**src/ising_pkg.sv**
```systemverilog
`default_nettype none
// ----------------------------------------------------------------------------
// Ising site update shared types
// Spin triples held by the ring of column cells and the control words that
// steer the cells and the row store.
// ----------------------------------------------------------------------------
package ising_pkg;

	typedef struct packed {
		logic up;
		logic cur;
		logic down;
	} spin3_t;

	typedef struct packed {
		logic fill;
		logic fill_val;
		logic shift;
		logic advance;
	} cell_ctrl_t;

	typedef struct packed {
		logic init;
		logic fill_val;
		logic wr_en;
		logic wrap;
	} store_ctrl_t;

endpackage
// ----------------------------------------------------------------------------
`default_nettype wire

```
**src/ising_cell.sv**
```systemverilog
`default_nettype none
// ----------------------------------------------------------------------------
// Ising column cell
// Holds the spins of one column in the row above, the current row and the row
// below. Takes its neighbor's triple on a shift, slides down one row on an
// advance and takes the fill spin in all three rows on a fill.
// ----------------------------------------------------------------------------
module ising_cell
	import ising_pkg::*;
(
	input  logic       clk,
	input  logic       arst_n,
	input  cell_ctrl_t ctrl,
	input  spin3_t     feed,
	input  logic       load_bit,
	output spin3_t     spin,
	output logic       rot_cur
);

	spin3_t spin_q;
	spin3_t rot;

	always_comb begin
		rot = ctrl.shift ? feed : spin_q;
	end

	assign rot_cur = rot.cur;
	assign spin    = spin_q;

	always_ff @(posedge clk or negedge arst_n) begin
		if (!arst_n) begin
			spin_q <= '1;
		end else if (ctrl.fill) begin
			spin_q <= '{up: ctrl.fill_val, cur: ctrl.fill_val, down: ctrl.fill_val};
		end else if (ctrl.advance) begin
			spin_q <= '{up: rot.cur, cur: rot.down, down: load_bit};
		end else if (ctrl.shift) begin
			spin_q <= rot;
		end
	end

endmodule
// ----------------------------------------------------------------------------
`default_nettype wire

```
**config.mk**
```make
export PLATFORM = sky130hd
export DESIGN_NAME = ising_cell
export DESIGN_NICKNAME = d
export VERILOG_FILES = /design/src/ising_pkg.sv /design/src/ising_cell.sv
export SDC_FILE = /design/constraint.sdc
export NUM_CORES = 1
export LEC_CHECK = 0
export BUFFER_PORTS_ARGS = -buffer_cell sky130_fd_sc_hd__buf_2
export CELL_PAD_IN_SITES_DETAIL_PLACEMENT = 0
export CELL_PAD_IN_SITES_GLOBAL_PLACEMENT = 1
export CORE_AREA = 2 2 39 41
export DETAILED_ROUTE_END_ITERATION = 8
export DIE_AREA = 0 0 41 43
export PLACE_DENSITY = 0.5
export SETUP_SLACK_MARGIN = 0.4
export SYNTH_ARGS = -nofsm -noshare
export SYNTH_HDL_FRONTEND = slang
export SYNTH_SLANG_ARGS = --single-unit
export TNS_END_PERCENT = 100
```
**constraint.sdc**
```tcl
create_clock -name clk -period 0.95 [get_ports clk]
set_clock_uncertainty 0.15 [all_clocks]
set_input_delay 0.0475 -clock clk [delete_from_list [all_inputs] [get_ports clk]]
set_output_delay 0.0475 -clock clk [all_outputs]
set_load 0.01 [all_outputs]
```
==> metrics <==
list of most frequent post-synthesis cells dfstp_2, mux2i_1, nand2_1; Post-synth EDFFs 0; Layout area overhead 81.2%; GRT Total Usage 8.44%; Worst-path clk slew 0.04 ns; die width 41 microns; Slew HR 81.1%; Total Power 550 uW; Clock power frac 41.1%; GR Overflow Total 0; worst vdd ir 621 uV; combinational power share 29.1%; switching pwr 142 uW; antenna violations before repair 0; CP Data Required Time 0.75 ns; Seq pwr share 29.8%; Synth top area share 37.1%; Min Hold Slack -0.0871 ns; Internal 408 uW; CP endpoint kind primary output; status finished, violations left; Worst R2R End spin[1]; DR DRC count 0; IO Port Bufs 13; Final Worst Setup Slack -0.268 ns; Critical Path AT 1.02 ns; Post-synth ARST share 100%; Max-Cap Viols 0; Slew @ Worst Pin 0.278 ns; largest net degree at the start of global routing 6; Multi-input gate area 134 sq um; core area 1380 sq um; Fill cells 146; DP Cell Count 49; DRT antenna net count 0; Ports 14; hold buffers post-CTS 1; die area 1760 sq um; Hold Path Depth 2; Clock Tree Buf Depth 2; fin crit period 1.22 ns; Synth Register Bits 3; Startpoint Class flop; P_leak 0.186 nW; CTS Buf Count 3; ant diodes 0; Via Count 220; synth warn 0; failing checks hold timing, setup timing; pre-CTS setup slack -0.223 ns; final worst-path cycle share 128%; via/cell ratio 4.07; clk_lat worst skew 0.23 ns; post-CTS setup repair buffer count 0; sequential cell area 78.8 sq um; initial core utilization 15.4%; Worst R2R Start spin[1]; first-pass GRT wire length 903 microns; pwr dens 1430 nW/um^2; Slew Limit Fails 0; DR pass1 iterations 1; die height 43 microns; DPL Wire Length 521 microns; Clock Sinks 3; final setup violation count 7; flop-to-flop setup slack -0.19 ns; row count 14; CP Max Fanout 4; top cells by area, synth dfstp_2, mux2i_1, mux2_4, o311ai_1, buf_6; sw frac 25.8%; max reg flops 3; crit path kind reg -> out; Routed wire per std cell 12.0 microns; proportion of layout cells with a drive suffix above 1 68.4%; Routed WL 646 microns; post-synthesis cell type count 10; CTS tree done; Hold Crit Class in -> reg; Critical Path Sink rot_cur; number of global-route vias before repair 225; H-Tree Depth 1; Final Hold Violating Endpoints 3; number of nets in the layout 49; cell type with the highest aggregate area in the netlist dfstp_2; fmax 0.821 GHz; post-synthesis sequential area ratio 37.1%; prevailing post-synth register cell dfstp_2; mapped cell area 213 sq um; RSZ-0062 raised after global routing yes; crit path launch spin[1]; Initial DRC Count 0; Syn Nets 28; Syn Inst Count 18; root buf cell clkbuf_4; GPL Wtd Cong 0.690; worst r2r path cells 2; Final Non-Filler Cells 54; syn_area_per_cell 11.8 sq um
[worst min-delay path by stage]
stage                  from       to  slack (ns)
CTS                 ctrl[3]  spin[0]       -0.10
global placement     arst_n  spin[2]       -0.13
detailed placement   arst_n  spin[1]       -0.14
finish              ctrl[3]  spin[0]       -0.09
floorplan            arst_n  spin[0]       -0.25
global route        ctrl[3]  spin[0]        -0.1
[layer usage]
layer / part of all wire [%] / vias to the layer above / wire, microns / track usage, %
met2: 41 / 16 / 267 / 11.3
met5: 0 / - / 0 / 0
met1: 45 / 95 / 289 / 9.68
met3: 11 / 2 / 74 / 1.57
li1: - / 107 / - / -
met4: 2.2 / 0 / 14 / 10.0
[critical path, cell delays in order (launching register included)]
cell and delay [ns]:
dfstp_2 0.55, mux2_4 0.15, buf_6 0.09
[per-stage QoR]
stage / utilization [%] / instance area (sq um) / TNS, ns
after CTS: 27.3 / 378 / -1.51
after global routing: 27.8 / 385 / -1.61
after detailed placement: 22.3 / 309 / -0.635
after global placement: 22.3 / 309 / -0.513
after floorplan: - / 213 / -0.352
final: 27.8 / 385 / -1.35
[kinds of logic after synthesis]
group                  share of synthesized area (%)
AND/OR/NAND/NOR                                 8.24
flip-flops                                      37.1
multiplexers                                    38.8
buffers and inverters                           5.29
AO/OA/AOI/OAI                                   10.6
[layout make-up]
class,count,share of cell area (%)
Sequential cell,3,20.5
Timing Repair Buffer,17,32.8
Clock buffer,4,6.82
Multi-Input combinational cell,14,34.7
Tap cell,16,5.19
[repair_timing]
action	4_1_cts	5_1_grt
gates resized for setup	6	1
setup endpoints to repair	7	7
endpoints found under the hold margin	6	3
gates cloned	0	0
[cells in the final DEF, fill, tap and decap left out, drive strengths merged]
cell         synthesis  layout
nor2b                1       1
clkbuf               0       4
mux2i                3       3
buf                  1      16
nand2                3       3
o21ai                1       1
o311ai               2       2
mux2                 4       4
dlygate4sd3          0       1
dfstp                3       3
[power groups by stage]
stage	clock network [mW]	logic, mW	registers [mW]
3_3_place_gp	0	0.124	0.161
4_1_cts	0.240	0.157	0.164
2_1_floorplan	0	0.0541	0.168
5_1_grt	0.257	0.170	0.165
3_5_place_dp	0	0.124	0.164
6_report	0.226	0.160	0.164
Power figures use the tool's default switching activity.
