<file path="config.mk">
export PLATFORM = sky130hd
export DESIGN_NAME = ising_row_store
export DESIGN_NICKNAME = d
export VERILOG_FILES = /design/src/ising_pkg.sv /design/src/ising_row_store.sv
export SDC_FILE = /design/constraint.sdc
export NUM_CORES = 2
export LEC_CHECK = 0
export ABC_AREA = 0
export BUFFER_PORTS_ARGS = -buffer_cell sky130_fd_sc_hd__buf_2
export CORE_MARGIN = 4
export CORE_UTILIZATION = 50
export DETAILED_ROUTE_END_ITERATION = 10
export PLACE_DENSITY = 0.73
export SLEW_MARGIN = 10
export SYNTH_ARGS = -nofsm -noshare
export SYNTH_HDL_FRONTEND = slang
export SYNTH_SLANG_ARGS = --single-unit
</file>
<file path="constraint.sdc">
create_clock -name clk -period 2 [get_ports clk]
set_input_delay 0.2 -clock clk [delete_from_list [all_inputs] [get_ports clk]]
set_output_delay 0.2 -clock clk [all_outputs]
set_load 0.1 [all_outputs]
</file>
<file path="src/ising_pkg.sv">
`default_nettype none
// ----------------------------------------------------------------------------
// Ising site update shared types
// Spin triples held by the ring of column cells and the control words that
// steer the cells and the row store.
// ----------------------------------------------------------------------------
package ising_pkg;

	typedef struct packed {
		logic up;
		logic cur;
		logic down;
	} spin3_t;

	typedef struct packed {
		logic fill;
		logic fill_val;
		logic shift;
		logic advance;
	} cell_ctrl_t;

	typedef struct packed {
		logic init;
		logic fill_val;
		logic wr_en;
		logic wrap;
	} store_ctrl_t;

endpackage
// ----------------------------------------------------------------------------
`default_nettype wire

</file>
<file path="src/ising_row_store.sv">
`default_nettype none
// ----------------------------------------------------------------------------
// Ising row store
// Lattice memory of one row per word. Prefetches the row two below the current
// one and substitutes the fill spin for rows not written since the last fill.
// ----------------------------------------------------------------------------
module ising_row_store
	import ising_pkg::*;
#(
	parameter int SIDE = 64
) (
	input  logic                    clk,
	input  logic                    arst_n,
	input  store_ctrl_t             ctrl,
	input  logic [$clog2(SIDE)-1:0] row,
	input  logic [SIDE-1:0]         wr_data,
	output logic [SIDE-1:0]         next_row
);

	localparam int RW = $clog2(SIDE);

	logic [SIDE-1:0] mem_q [SIDE];
	logic [SIDE-1:0] rd_data_q;
	logic            rd_valid_q;
	logic            all_valid_q;
	logic            fill_q;
	logic [RW:0]     row_p2;
	logic [RW-1:0]   rd_addr;

	always_comb begin
		row_p2 = {1'b0, row} + (RW+1)'(2);
		if (row_p2 >= (RW+1)'(SIDE)) begin
			row_p2 = row_p2 - (RW+1)'(SIDE);
		end
		rd_addr = row_p2[RW-1:0];
	end

	always_ff @(posedge clk) begin
		if (ctrl.wr_en) begin
			mem_q[row] <= wr_data;
		end
		rd_data_q <= mem_q[rd_addr];
	end

	always_ff @(posedge clk or negedge arst_n) begin
		if (!arst_n) begin
			rd_valid_q  <= 1'b0;
			all_valid_q <= 1'b0;
			fill_q      <= 1'b1;
		end else begin
			rd_valid_q <= all_valid_q || (rd_addr < row);
			if (ctrl.init) begin
				all_valid_q <= 1'b0;
				fill_q      <= ctrl.fill_val;
			end else if (ctrl.wrap) begin
				all_valid_q <= 1'b1;
			end
		end
	end

	assign next_row = rd_valid_q ? rd_data_q : {SIDE{fill_q}};

endmodule
// ----------------------------------------------------------------------------
`default_nettype wire

</file>
==> reports/qor.csv <==
stage,metric,value,unit
critical_path,reg2reg_slack,-0.01,ns
finish,area_growth,21.7,%
critical_path,critPathKind,flop to output pin,
die,fp.dieH,569,um
global_route,overflow,0,
power_and_ir_drop,power_density,993,mW/mm^2
clock_tree,root_buffer,clkbuf_16,
die,die_area,0.324,mm^2
critical_path,endpoint_kind,output pin,
finish,instances_no_fill,12400,
power_and_ir_drop,fin_total_pwr,190000,uW
global_route,grtUsageTotal,27.6,%
die,start_util,50.4,%
placement,gp_congestion,0.844,
die,rows,205,
sta,fin_skew,0.0613,ns
sta,min_period,2.60,ns
synth,synth_fp_nets,6671,
routing,remaining_drc_errors,0,
synth,async_flop_share,0.0721,%
sta,slew_viol_final,0,
finish,final_common_cell,edfxtp_1,
routing,ant_nets,0,
sta,min_period_over_period,130,%
routing,drt_iter0_markers,13600,
global_route,grt_pass1_wl,634000,um
min_path,hold_start,row[1],
synth,ys_seq_area_share,78.9,%
global_route,grt_pass1_vias,82300,
routing,via_count,80900,
status,violations,setup timing,
sta,whs,0.0749,ns
critical_path,cp-start-kind,flop,
sta,tightest_slew,1.05,ns
sta,max_freq,0.384,GHz
power_and_ir_drop,leakage,0.0622,uW
global_route,met2_usage,43.2,%
global_route,grt_busiest_layer,met2,
status,run_status,finished with violations,
min_path,hold_end,rd_data_q[9],
critical_path,reg2reg_from,mem_q[45][50],
clock_tree,clkTransAtPathRegs,0.06,ns
synth,syn_area,0.158,mm^2
critical_path,ff2ff_path_depth,5,
clock_tree,cts.path.max_buffers,4,
critical_path,worstPathRequired,1.80,ns
routing,avgViaCountPerCell,6.52,
clock_tree,cts_tree,done,
clock_tree,cts_inserted_buffers,402,
sta,rsz0062_at_grt,true,
synth,synth-edff-count,4096,
global_route,use_met3,7.02,%
synth,synthCells,6589,
routing,first_pass_iters,6,
synth,yosysWarnings,0,
die,core-area,0.313,mm^2
sta,relSlewSlack,30.1,%
finish,fillers,20000,
clock_tree,clock-sinks,4163,
sta,finalSetupViolCount,67,
die,num_io_pins,140,
global_route,grt_antenna_before_repair,19,
finish,final_cell_mix,"4096 x edfxtp_1, 1156 x mux4_2, 593 x buf_4",
routing,wire_per_inst,36.0,um
sta,finalHoldViolations,0,
job,maxCapViolations,0,
routing,routed_wl,447000,um
placement,place_inst,11600,
finish,drive_above_1_share,37.9,%
critical_path,path_max_fanout,31,
placement,portBuffers,139,
global_route,grt_max_degree,65,
synth,synthFlopType,edfxtp_1,
die,die_w,569,um
critical_path,r2r_end,rd_data_q[50],
placement,place_hpwl,271000,um
min_path,hp-class,input port to flop,
synth,ys_ff_latch,4163,
finish,finalNetCount,7995,
clock_tree,insertion_delay,0.96,ns
power_and_ir_drop,vdd_ir_drop_max,0.849,mV
global_route,gr-usage-met1,38.0,%
clock_tree,htree_levels,5,
critical_path,crit_arrival,2.40,ns
synth,synth.distinct_cells,44,
synth,syn_area_per_cell,23.9,um^2
min_path,worstHoldPathCells,7,
sta,layout_setup_ws,-0.601,ns
==> state kept, by name (all words and copies together), names as in the netlist <==
register     count
all_valid_q      1
fill_q           1
mem_q         4096
rd_data_q       64
rd_valid_q       1
==> per-layer routing <==
layer / part of all wire, % / vias to the layer above
met3: 13 / 1001
li1: - / 31000
met5: 0.015 / -
met2: 48 / 6101
met4: 4.3 / 10
met1: 35 / 42800
==> cells by family after synthesis <==
family	count (synthesis)	share of synthesized area [%]
xor+xnor	7	0.0437
compound gates	211	0.971
simple gates	508	1.30
buf+inv	364	1.07
fa+ha+maj	6	0.0477
mux	1330	17.6
flops	4163	78.9
==> how the worst max path moves through the flow <==
| stage | start | endpoint | depth (start not counted) |
|---|---|---|---|
| 3_3_place_gp | row[2] | rd_data_q[23] | 9 |
| 5_1_grt | rd_valid_q | next_row[59] | 4 |
| 4_1_cts | rd_valid_q | next_row[52] | 6 |
| 6_report | rd_valid_q | next_row[59] | 4 |
| 3_5_place_dp | row[2] | rd_data_q[50] | 10 |
| 2_1_floorplan | row[0] | mem_q[38][0] | 8 |
==> timing repair <==
item                                    4_1_cts  5_1_grt
endpoints found under the setup margin       68       79
endpoints found under the hold margin      4046        0
gates resized for setup                     106      101
pin swaps                                     1        2
cloned                                        3        0
hold buffers                                 74        0
setup buffers                                 6        3
==> worst max-delay path, cell delays in order, from the launching register on <==
cell      delay [ns]
dfrtp_4         0.50
nand2b_4        0.19
buf_12          0.17
nand2_1         0.25
buf_12          0.20
==> cell type report <==
cell class,count,area (um^2),area share (%)
Clock buffer,527,10900,5.67
Multi-Input combinational cell,2062,32600,17.0
Clock inverter,221,2490,1.30
Timing Repair Buffer,1279,16200,8.46
Tap cell,4140,5180,2.70
Inverter,5,31.3,0.0163
Sequential cell,4163,124000,64.8
Antenna cell,7,17.5,0.00913
==> power by group <==
part           switching, uW  total (uW)  internal (uW)
clock                  33000       76700          43600
sequential               648       97300          96700
combinational           9710       16400           6640
total                  43400      190000         147000
==> Yosys cell counts (all sizes together), types with 6 or more instances <==
master / n / area [um^2]
edfxtp: 4096 / 123000
mux4: 1156 / 26000
nand2: 295 / 1110
buf: 193 / 1050
mux2i: 172 / 1720
clkbuf: 166 / 623
nor2: 138 / 518
o22ai: 107 / 669
dfxtp: 64 / 1280
nand3: 49 / 245
a32oi: 48 / 420
a21oi: 17 / 85.1
a221o: 17 / 170
nor2b: 9 / 56.3
a2111oi: 8 / 70.1
ha: 6 / 75.1
==> metrics by stage <==
step           setup TNS, ns  cell area, um^2  util (%)  setup WS [ns]
2_1_floorplan       -2944.20           158000         -         -0.760
3_3_place_gp        -1047.66           177000      56.5         -0.763
3_5_place_dp        -1100.63           177000      56.5         -0.785
4_1_cts               -34.08           191000      61.2         -0.599
5_1_grt               -34.52           192000      61.3         -0.609
6_report              -30.92           192000      61.3         -0.601
No activity file was read; power rests on OpenSTA's default activity.
